## src/rtl/jet_pkg.sv

```systemverilog
// Package for the Julia escape-time block: widths, reset values and
// register indexes shared by the front, queue and iteration core.
package jet_pkg;
   localparam int CoordWidth = 32;
   localparam int StepWidth = 31;
   localparam int CountWidth = 25;
   localparam int PixWidth = 10;
   localparam int MaxImageSize = 1024;
   localparam int FractionBits = 28;

   localparam logic [2:0] REG_C_REAL = 3'd0;
   localparam logic [2:0] REG_C_IMAG = 3'd1;
   localparam logic [2:0] REG_VIEW_RE = 3'd2;
   localparam logic [2:0] REG_VIEW_IM = 3'd3;
   localparam logic [2:0] REG_PIXEL_STEP = 3'd4;
   localparam logic [2:0] REG_ITER_LIMIT = 3'd5;

   localparam logic signed [31:0] C_REAL_RESET = -32'sd104689828;
   localparam logic signed [31:0] C_IMAG_RESET = 32'sd161061274;
   localparam logic [30:0] PIXEL_STEP_RESET = 31'd524288;
   localparam logic [24:0] ITER_LIMIT_RESET = 25'd256;

   // start point handed from front to core
   typedef struct packed {
      logic signed [31:0] x;
      logic signed [31:0] y;
      logic frame_start;
   } point_type;

   function automatic logic signed [31:0] sat32(input logic signed [65:0] v);
      logic signed [31:0] r;
      if (v > 66'sh0_7fff_ffff) r = 32'sh7fff_ffff;
      else if (v < -66'sh0_8000_0000) r = 32'sh8000_0000;
      else r = v[31:0];
      return r;
   endfunction
endpackage

```

## src/rtl/jet_queue.sv

```systemverilog
// Short queue between front end and iteration core.
// Depends on jet_pkg for the point type.
module jet_queue import jet_pkg::*; (
   input  logic      clock,
   input  logic      reset,
   input  logic      in_valid,
   output logic      in_ready,
   input  point_type in_point,
   output logic      out_valid,
   input  logic      out_ready,
   output point_type out_point
);
   point_type mem_ff [2];
   logic [1:0] count_ff, count_in;
   logic       wr_ptr_ff, rd_ptr_ff;
   logic       push, pop;

   assign in_ready = count_ff != 2'd2;
   assign out_valid = count_ff != 2'd0;
   assign push = in_valid && in_ready;
   assign pop = out_valid && out_ready;
   assign out_point = mem_ff[rd_ptr_ff];
   assign count_in = count_ff + {1'b0, push} - {1'b0, pop};

   always_ff @(posedge clock) begin
      if (reset) begin
         count_ff <= 2'd0;
         wr_ptr_ff <= 1'b0;
         rd_ptr_ff <= 1'b0;
      end else begin
         count_ff <= count_in;
         if (push) wr_ptr_ff <= !wr_ptr_ff;
         if (pop) rd_ptr_ff <= !rd_ptr_ff;
      end
      if (push) mem_ff[wr_ptr_ff] <= in_point;
   end
endmodule

```

## config.mk

```make
export PLATFORM = sky130hd
export DESIGN_NAME = jet_queue
export DESIGN_NICKNAME = d
export VERILOG_FILES = /design/src/rtl/jet_pkg.sv /design/src/rtl/jet_queue.sv
export SDC_FILE = /design/constraint.sdc
export NUM_CORES = 1
export LEC_CHECK = 0
export BUFFER_PORTS_ARGS = -buffer_cell sky130_fd_sc_hd__buf_4
export CAP_MARGIN = 30
export CORE_ASPECT_RATIO = 0.6
export CORE_MARGIN = 2
export CORE_UTILIZATION = 47
export CTS_BUF_LIST = sky130_fd_sc_hd__clkbuf_4 sky130_fd_sc_hd__clkbuf_8 sky130_fd_sc_hd__clkbuf_16
export CTS_CLUSTER_SIZE = 30
export DETAILED_ROUTE_END_ITERATION = 6
export PLACE_DENSITY = 0.79
export SYNTH_ARGS = -nofsm -noshare
export SYNTH_HDL_FRONTEND = slang
export SYNTH_SLANG_ARGS = --single-unit
```

## constraint.sdc

```tcl
create_clock -name clock -period 2.7 [get_ports clock]
set_input_delay 0.54 -clock clock [delete_from_list [all_inputs] [get_ports clock]]
set_output_delay 0.54 -clock clock [all_outputs]
set_load 0.05 [all_outputs]
```

==> results.ini <==
[outcome]
outcome=finished, final reports clean

[global_routing]
overflow=0
grt_pass1_wl_mm=14.0
grt_use_total_pct=16.9
grt_pass1_vias=2835
grt_start_max_net_pins=40
antenna_found_initial=0

[clock_tree]
cts_setup_buffers=0
cts_buffers=17
insertion_delay_ns=0.41
path_clk_slew_ns=0.06
root_buffer=clkbuf_16
clk_path_buf_depth=2
htreeDepth=4
cts_sinks=135
tritoncts=built
post_cts_resized=0
cts_hold_buf=0

[timing]
slew_viol_final=0
max_freq_mhz=435
rsz0062_at_grt=no
tightest_slew_ns=0.544
fin_setup_tns_ns=0
holdWs_ns=0.313
slew-limit-headroom_pct=63.7
hold_violations=0
setup_viol=0
period_minus_slack_ns=2.30
post-route-period-util_pct=85.2
finalClockSkew_ns=0.00636

[layout]
fill_cells=711
nNetsFinal=454
drive_gt1_share_pct=44.9
antenna_cells=0
area_growth_pct=36.8
final_core_util_pct=65.3

[route]
first_iter_violations=120
ant_nets=0
avgViaCountPerCell=4.98
dr.pass1.iters=4
vias=2665
drc=0
drt_wl_total_mm=9.18
wl_per_cell_um=17.2

[synth]
synth_top_area_share_pct=78.5
netlist_top_cells_area=edfxtp_1 (79%), mux2_1 (15%), dfxtp_1 (2.0%), buf_6 (1.1%), nor4bb_2 (0.33%)
yosys_warnings=0
ys_seq_area_share_pct=80.5
syn_inst=231
synth_compound_area_share_pct=0.881
avgSynthCellArea_um2=21.5
yosys.area.top_type=edfxtp_1
muxShareOfSynthArea_pct=14.7
syn-cell-area_mm2=0.00497
synth_fa_ha_area_share_pct=0.252
synth-xor-area-share_pct=0.176
synth-simple-area-share_pct=1.96
ys_types=25
synth_top_family_by_area=multiplexers
syn-num-nets=301
synth_seq_cells=135

[critical_path]
crit_fanout=34
cp-end-kind=output pin
startpoint_type=flip-flop
worstPathArrival_ns=1.76
setup.worst_path.class=reg -> out
required_ns=2.16

[power]
pwr_density_cell_mw_per_mm2=1040
vdd_ir_drop_max_uv=606
p_leak_nw=2.58

[floorplan]
core_area_mm2=0.0104
rows=29
die_x_um=137
initial_core_util_pct=47.7
die-area_mm2=0.0114
ios=136
fp.dieH_um=83.7

[place]
io_buffers=135
hpwlAfterDp_mm=5.85
gp_congestion=0.697

[job]
drv_cap=0

[worst_hold_path]
holdCritPathClass=in -> reg

-- layout make-up --
cell class                 count  area (µm²)  area share, %
multi-input combinational     88         896           13.2
inverter                       1        7.51          0.110
clock inverter                13         229           3.37
sequential                   135        4010           58.9
clock buffer                  18         433           6.36
tap                          139         174           2.56
timing repair buffer         141        1060           15.6
-- worst max-delay path, cell delays in order (launching register included) --
cell	delay (ns)
dfxtp_2	0.32
buf_4	0.39
mux2_1	0.41
buf_4	0.20
-- cells in the final DEF, fill, tap and decap left out --
cell and count:
buf_4 141, edfxtp_1 130, mux2_1 65, clkbuf_16 17
bufinv_16 6, nor2_1 4, dfxtp_1 4, clkinv_2 3
clkinv_4 3, nor2b_1 2, clkinvlp_4 2, nand2b_1 1
o21ba_1 1, nand3_1 1, o21ai_0 1, and3_2 1
nand3b_1 1, or2_2 1, o21ai_1 1, xor2_1 1
and3_1 1, nor4bb_2 1, nor4_1 1, o31a_1 1
nor3_2 1, a21bo_1 1, a21oi_1 1, ha_1 1
dfxtp_2 1, clkbuf_4 1
-- synthesized netlist by cell type --
cell	count
edfxtp_1	130
mux2_1	65
buf_6	5
dfxtp_1	5
nor2_1	4
and3_1	2
nor2b_1	2
a21bo_1	1
a21oi_1	1
buf_2	1
buf_4	1
ha_1	1
inv_1	1
nand2b_1	1
nand3_1	1
nand3b_1	1
nor3_2	1
nor4_1	1
nor4bb_2	1
o21ai_0	1
o21ai_1	1
o21ba_1	1
o31a_1	1
or2_2	1
xor2_1	1
-- final timing paths --
path,from,endpoint,slack (ns),cells past startpoint
worst max register to register,count_ff[1]$_SDFF_PP0_,count_ff[1]$_SDFF_PP0_,0.99,6
worst min register to register,rd_ptr_ff$_SDFFE_PP0P_,rd_ptr_ff$_SDFFE_PP0P_,0.51,2
worst max-delay path,flip-flop,out_point[15],0.40,3
worst min-delay path,in_point[54],mem_ff[1][54]$_DFFE_PP_,0.31,1
-- per-layer routing --
| metal | share of wire (%) | vias to the layer above | GRT usage [%] |
|---|---|---|---|
| li1 | - | 1221 | - |
| met1 | 45 | 1319 | 22.2 |
| met2 | 44 | 112 | 25.3 |
| met3 | 9.0 | 13 | 7.04 |
| met4 | 1.3 | 0 | 6.47 |
| met5 | 0 | - | 0 |
-- sequential cells by signal, summed over array words and instances, names as in the netlist, named ones only --
signal,flops
mem_ff,130
count_ff,2
rd_ptr_ff,1
wr_ptr_ff,1
-- kinds of logic after synthesis --
family                   after synthesis
AND/OR/NAND/NOR                       15
flip-flops                           135
multiplexers                          65
buffers and inverters                  8
AO/OA/AOI/OAI                          6
adder cells (fa/ha/maj)                1
XOR/XNOR                               1
-- power by group --
group,total [W],switching [W],internal [W]
combinational,0.00195,0.00134,0.000610
sequential,0.00260,0.0000552,0.00255
clock,0.00256,0.000823,0.00173
-- through the flow --
stage               power, W  instances  cell area (µm²)  setup WS [ns]
detailed placement   0.00461        504             6140          0.833
finish               0.00711        535             6800          0.399
floorplan            0.00404        231             4980          0.291
CTS                  0.00717        535             6800          0.384
global route         0.00735        535             6800          0.351
global placement     0.00458        504             6140          0.837
Note: power is estimated with default switching activity, not from simulation.
