**config.mk**
```make
export PLATFORM = sky130hd
export DESIGN_NAME = jet_front
export DESIGN_NICKNAME = d
export VERILOG_FILES = /design/src/rtl/jet_pkg.sv /design/src/rtl/jet_front.sv
export SDC_FILE = /design/constraint.sdc
export NUM_CORES = 2
export LEC_CHECK = 0
export ABC_AREA = 1
export BUFFER_PORTS_ARGS = -buffer_cell sky130_fd_sc_hd__buf_2
export CAP_MARGIN = 10
export CORE_MARGIN = 2
export CORE_UTILIZATION = 65
export CTS_BUF_LIST = sky130_fd_sc_hd__clkbuf_8
export CTS_CLUSTER_DIAMETER = 200
export DETAILED_ROUTE_END_ITERATION = 7
export PLACE_DENSITY = 0.89
export SYNTH_ARGS = -nofsm -noshare
export SYNTH_HDL_FRONTEND = slang
export SYNTH_SLANG_ARGS = --single-unit
export TNS_END_PERCENT = 50
```
**constraint.sdc**
```tcl
create_clock -name clock -period 8.39 [get_ports clock]
set_input_delay 1.678 -clock clock [delete_from_list [all_inputs] [get_ports clock]]
set_output_delay 1.678 -clock clock [all_outputs]
set_load 0.02 [all_outputs]
```
**src/rtl/jet_pkg.sv**
```systemverilog
// Package for the Julia escape-time block: widths, reset values and
// register indexes shared by the front, queue and iteration core.
package jet_pkg;
   localparam int CoordWidth = 32;
   localparam int StepWidth = 31;
   localparam int CountWidth = 25;
   localparam int PixWidth = 10;
   localparam int MaxImageSize = 1024;
   localparam int FractionBits = 28;

   localparam logic [2:0] REG_C_REAL = 3'd0;
   localparam logic [2:0] REG_C_IMAG = 3'd1;
   localparam logic [2:0] REG_VIEW_RE = 3'd2;
   localparam logic [2:0] REG_VIEW_IM = 3'd3;
   localparam logic [2:0] REG_PIXEL_STEP = 3'd4;
   localparam logic [2:0] REG_ITER_LIMIT = 3'd5;

   localparam logic signed [31:0] C_REAL_RESET = -32'sd104689828;
   localparam logic signed [31:0] C_IMAG_RESET = 32'sd161061274;
   localparam logic [30:0] PIXEL_STEP_RESET = 31'd524288;
   localparam logic [24:0] ITER_LIMIT_RESET = 25'd256;

   // start point handed from front to core
   typedef struct packed {
      logic signed [31:0] x;
      logic signed [31:0] y;
      logic frame_start;
   } point_type;

   function automatic logic signed [31:0] sat32(input logic signed [65:0] v);
      logic signed [31:0] r;
      if (v > 66'sh0_7fff_ffff) r = 32'sh7fff_ffff;
      else if (v < -66'sh0_8000_0000) r = 32'sh8000_0000;
      else r = v[31:0];
      return r;
   endfunction
endpackage

```
**src/rtl/jet_front.sv**
```systemverilog
// Front end: maps a pixel index to a saturated start point.
// Depends on jet_pkg. Two register stages: multiply, then add and saturate.
module jet_front import jet_pkg::*; #(
   parameter int MAX_IMAGE_SIZE = MaxImageSize,
   parameter int FRACTION_BITS = FractionBits
) (
   input  logic                    clock,
   input  logic                    reset,
   input  logic                    in_valid,
   output logic                    in_ready,
   input  logic [PixWidth-1:0]     pixel_x,
   input  logic [PixWidth-1:0]     pixel_y,
   input  logic                    frame_start,
   input  logic signed [31:0]      view_re,
   input  logic signed [31:0]      view_im,
   input  logic [StepWidth-1:0]    pixel_step,
   output logic                    out_valid,
   input  logic                    out_ready,
   output point_type               out_point
);
   localparam logic signed [65:0] Minus1 = -(66'sd1 <<< FRACTION_BITS);

   logic                  s1_valid_ff, s1_valid_in, s2_valid_ff, s2_valid_in;
   logic [StepWidth+PixWidth-1:0] px_prod_ff, py_prod_ff;
   logic                  fs1_ff;
   point_type             pt_ff;
   logic [PixWidth-1:0]   xi, yi;
   logic                  adv1, adv2;

   // index modulo image size by shifted compare and subtract
   function automatic logic [PixWidth-1:0] wrap_index(input logic [PixWidth-1:0] v);
      logic [31:0] r;
      r = 32'(v);
      for (int k = PixWidth - 1; k >= 0; k--) begin
         if (r >= (32'(MAX_IMAGE_SIZE) << k)) r = r - (32'(MAX_IMAGE_SIZE) << k);
      end
      return r[PixWidth-1:0];
   endfunction

   assign xi = wrap_index(pixel_x);
   assign yi = wrap_index(pixel_y);

   assign adv2 = !s2_valid_ff || out_ready;
   assign adv1 = !s1_valid_ff || adv2;
   assign in_ready = adv1;
   assign s1_valid_in = adv1 ? in_valid : s1_valid_ff;
   assign s2_valid_in = adv2 ? s1_valid_ff : s2_valid_ff;
   assign out_valid = s2_valid_ff;
   assign out_point = pt_ff;

   always_ff @(posedge clock) begin
      if (reset) begin
         s1_valid_ff <= 1'b0;
         s2_valid_ff <= 1'b0;
      end else begin
         s1_valid_ff <= s1_valid_in;
         s2_valid_ff <= s2_valid_in;
      end
      if (adv1) begin
         px_prod_ff <= pixel_step * (StepWidth+PixWidth)'(xi);
         py_prod_ff <= pixel_step * (StepWidth+PixWidth)'(yi);
         fs1_ff <= frame_start;
      end
      if (adv2) begin
         pt_ff.x <= sat32(Minus1 + 66'(view_re) + $signed({25'd0, px_prod_ff}));
         pt_ff.y <= sat32(Minus1 + 66'(view_im) + $signed({25'd0, py_prod_ff}));
         pt_ff.frame_start <= fs1_ff;
      end
   end
endmodule

```
==> flow_metrics.env <==
export IMPL_gp_congestion=1.02
export IMPL_numCtsBuffers=17
export IMPL_postRouteAntennaNets=0
export IMPL_synth_area_um2=34000
export IMPL_synth_compound_area_frac=0.0480
export IMPL_grt_overflow=0
export IMPL_drive_gt1_frac=0.0496
export IMPL_finalSetupViolCount=0
export IMPL_r2r_cells=18
export IMPL_cts_resized=0
export IMPL_yosysWarnings=0
export IMPL_whs_path_depth=0
export IMPL_cts_hold_buf=0
export IMPL_synth_distinct_cells=41
export IMPL_postCtsSetupBuffers=0
export IMPL_cp_data_arrival_time_ps=7260
export IMPL_outcome="finished, final reports clean"
export IMPL_ys_flop_type="edfxtp_1"
export IMPL_synth_edf_count=148
export IMPL_viasPerCell=5.42
export IMPL_die_area_um2=54100
export IMPL_yosysSeqAreaShare=0.132
export IMPL_drv_cap=0
export IMPL_avgSynthCellArea_um2=7.00
export IMPL_grtUsageTotal=0.350
export IMPL_maxSlewHeadroom=0.414
export IMPL_grt_pass1_wl_um=151000
export IMPL_skew_ps=27.2
export IMPL_synthAdderAreaFrac=0.389
export IMPL_clk_pin_slew_ps=90
export IMPL_rows=83
export IMPL_rsz0062_at_grt="no"
export IMPL_vias=30400
export IMPL_synth_fp_nets=5748
export IMPL_clk_insertion_delay_late_ps=510
export IMPL_synth_top_family_by_area="adder cells"
export IMPL_async_flop_share=0
export IMPL_fin_tns_setup_ps=0
export IMPL_die_w_um=233
export IMPL_synth_seq_cells=150
export IMPL_critPathLaunchType="primary input"
export IMPL_wl_um=91900
export IMPL_syn2layout_area_growth_pct=4.81
export IMPL_grt_pass1_vias=29900
export IMPL_required_ps=8620
export IMPL_cts_sink_count=150
export IMPL_fmax_mhz=142
export IMPL_clk_path_buf_depth=2
export IMPL_hp_class="reg -> reg"
export IMPL_synth_xor_xnor_area_share=0.0222
export IMPL_yosys_area_share_simple=0.252
export IMPL_period_minus_slack_ps=7020
export IMPL_nNetsFinal=5821
export IMPL_cts_tree="built"
export IMPL_period_share=0.837
export IMPL_grt_max_degree=67
export IMPL_syn_inst=4850
export IMPL_cp_end_kind="flop"
export IMPL_die_y_um=233
export IMPL_core_um2=51500
export IMPL_worstMarginPinSlew_ps=879
export IMPL_ioPinCount=187
export IMPL_drt_pass1_iterations=6
export IMPL_antenna_found_initial=2
export IMPL_crit_type="in -> reg"
export IMPL_drt_iter0_drc=2820
export IMPL_ctsRootBufferMaster="clkbuf_8"
export IMPL_worst_hold_slack_ps=428
export IMPL_finalHoldViolations=0
export IMPL_wl_per_cell_um=16.4
export IMPL_drv_slew=0
export IMPL_worstPathMaxFanout=31
export IMPL_hpwlAfterDp_um=76200
export IMPL_drc=0
export IMPL_muxShareOfSynthArea=0
export IMPL_h_tree_depth=4
export IMPL_port_buffers=186
export IMPL_start_util=0.659
[final cells by class]
| class | instances | area, um2 |
|---|---|---|
| clock buffer | 17 | 234 |
| inverter | 1264 | 4740 |
| multi-input combinational | 3302 | 24200 |
| tap | 680 | 851 |
| fill | 4406 | 15900 |
| clock inverter | 15 | 156 |
| timing repair buffer | 188 | 946 |
| antenna | 1 | 2.50 |
| sequential | 150 | 4480 |
[path summary, 6_finish.rpt]
path             startpoint             end  slack, ps
max              pixel_y[1]  py_prod_ff[33]       1370
max reg2reg  px_prod_ff[14]   out_point[49]       4250
min                  fs1_ff    out_point[0]        430
min reg2reg          fs1_ff    out_point[0]        430
[flip-flops by register name, indices dropped and copies added, names as in the netlist]
name,count
px_prod_ff,41
out_valid,1
s1_valid_ff,1
out_point,65
fs1_ff,1
py_prod_ff,41
[per-layer routing]
metal / wire length, um / track usage / vias to the layer above
met5: 17 / 0 / -
met4: 2500 / 0.0932 / 2
met3: 8330 / 0.0468 / 193
met2: 41700 / 0.565 / 1460
met1: 39300 / 0.500 / 14300
li1: - / - / 14500
[stage by stage]
| step | setup WS (ps) | std cells | util | cell area [um2] |
|---|---|---|---|---|
| 6_report | 1370 | 5617 | 0.691 | 35600 |
| 5_1_grt | 1170 | 5617 | 0.691 | 35600 |
| 4_1_cts | 1500 | 5616 | 0.691 | 35600 |
| 3_5_place_dp | 978 | 5584 | 0.683 | 35200 |
| 3_3_place_gp | 1180 | 5584 | 0.683 | 35200 |
| 2_1_floorplan | 1850 | 4850 | - | 34000 |
[worst max-delay path: stages]
cell      delay, ps
buf_2           570
nand2_1         190
fa_1            560
inv_1            60
fa_1            480
fa_1            500
fa_1            490
inv_1            50
fa_1            470
inv_1            40
ha_1            340
a21oi_1         160
inv_1            70
a31oi_1         190
a21boi_0        460
o21ai_0         300
a31oi_1         290
o21ai_0         170
xor2_1          190
[placed cells by master, fill, tap and decap left out, types with 3 or more instances in the layout]
cell	count
o21bai_1	14
a21o_1	11
and3_1	3
o21ai_0	53
nor3_2	4
ha_1	314
o221ai_1	9
and2_1	3
nor4_1	7
nand2_1	1627
a31oi_1	30
nand4_1	40
nor2_1	264
o21a_1	4
o211ai_1	4
nor2_2	5
nor3_1	22
nand3_1	142
inv_6	3
nand2_2	12
xnor2_1	33
buf_2	186
xor2_1	53
fa_1	464
inv_1	1266
nand3b_1	11
a21oi_1	155
edfxtp_1	148
nand3_2	4
clkbuf_8	17
clkinv_4	3
[logic make-up after synthesis]
group,after synthesis
AOI/OAI and AO/OA,289
xor gates and xnor gates,86
adders and majority gates,778
buffers and inverters,1398
DFF,150
and+or+nand+nor,2149
[cell usage after synthesis, types with 4 or more instances]
cell type | n | area [um2]
nand2_1 | 1628 | 6110
inv_1 | 1264 | 4740
fa_1 | 464 | 9290
ha_1 | 314 | 3930
nor2_1 | 264 | 991
a21oi_1 | 155 | 776
edfxtp_1 | 148 | 4440
nand3_1 | 143 | 716
clkbuf_1 | 122 | 458
o21ai_0 | 53 | 265
xor2_1 | 53 | 464
nand4_1 | 40 | 250
xnor2_1 | 33 | 289
a31oi_1 | 30 | 188
nor3_1 | 22 | 110
o21bai_1 | 14 | 105
a21o_1 | 11 | 82.6
nand2_2 | 11 | 68.8
nand3b_1 | 11 | 82.6
o221ai_1 | 9 | 78.8
buf_6 | 8 | 90.1
nor4_1 | 7 | 43.8
nor2_2 | 5 | 31.3
nand3_2 | 4 | 40.0
nor3_2 | 4 | 40.0
o211ai_1 | 4 | 30.0
o21a_1 | 4 | 30.0
Power is left out: the tool's default activity adds up to more than one toggle a clock period on the data nets, which glitch-free logic cannot reach.
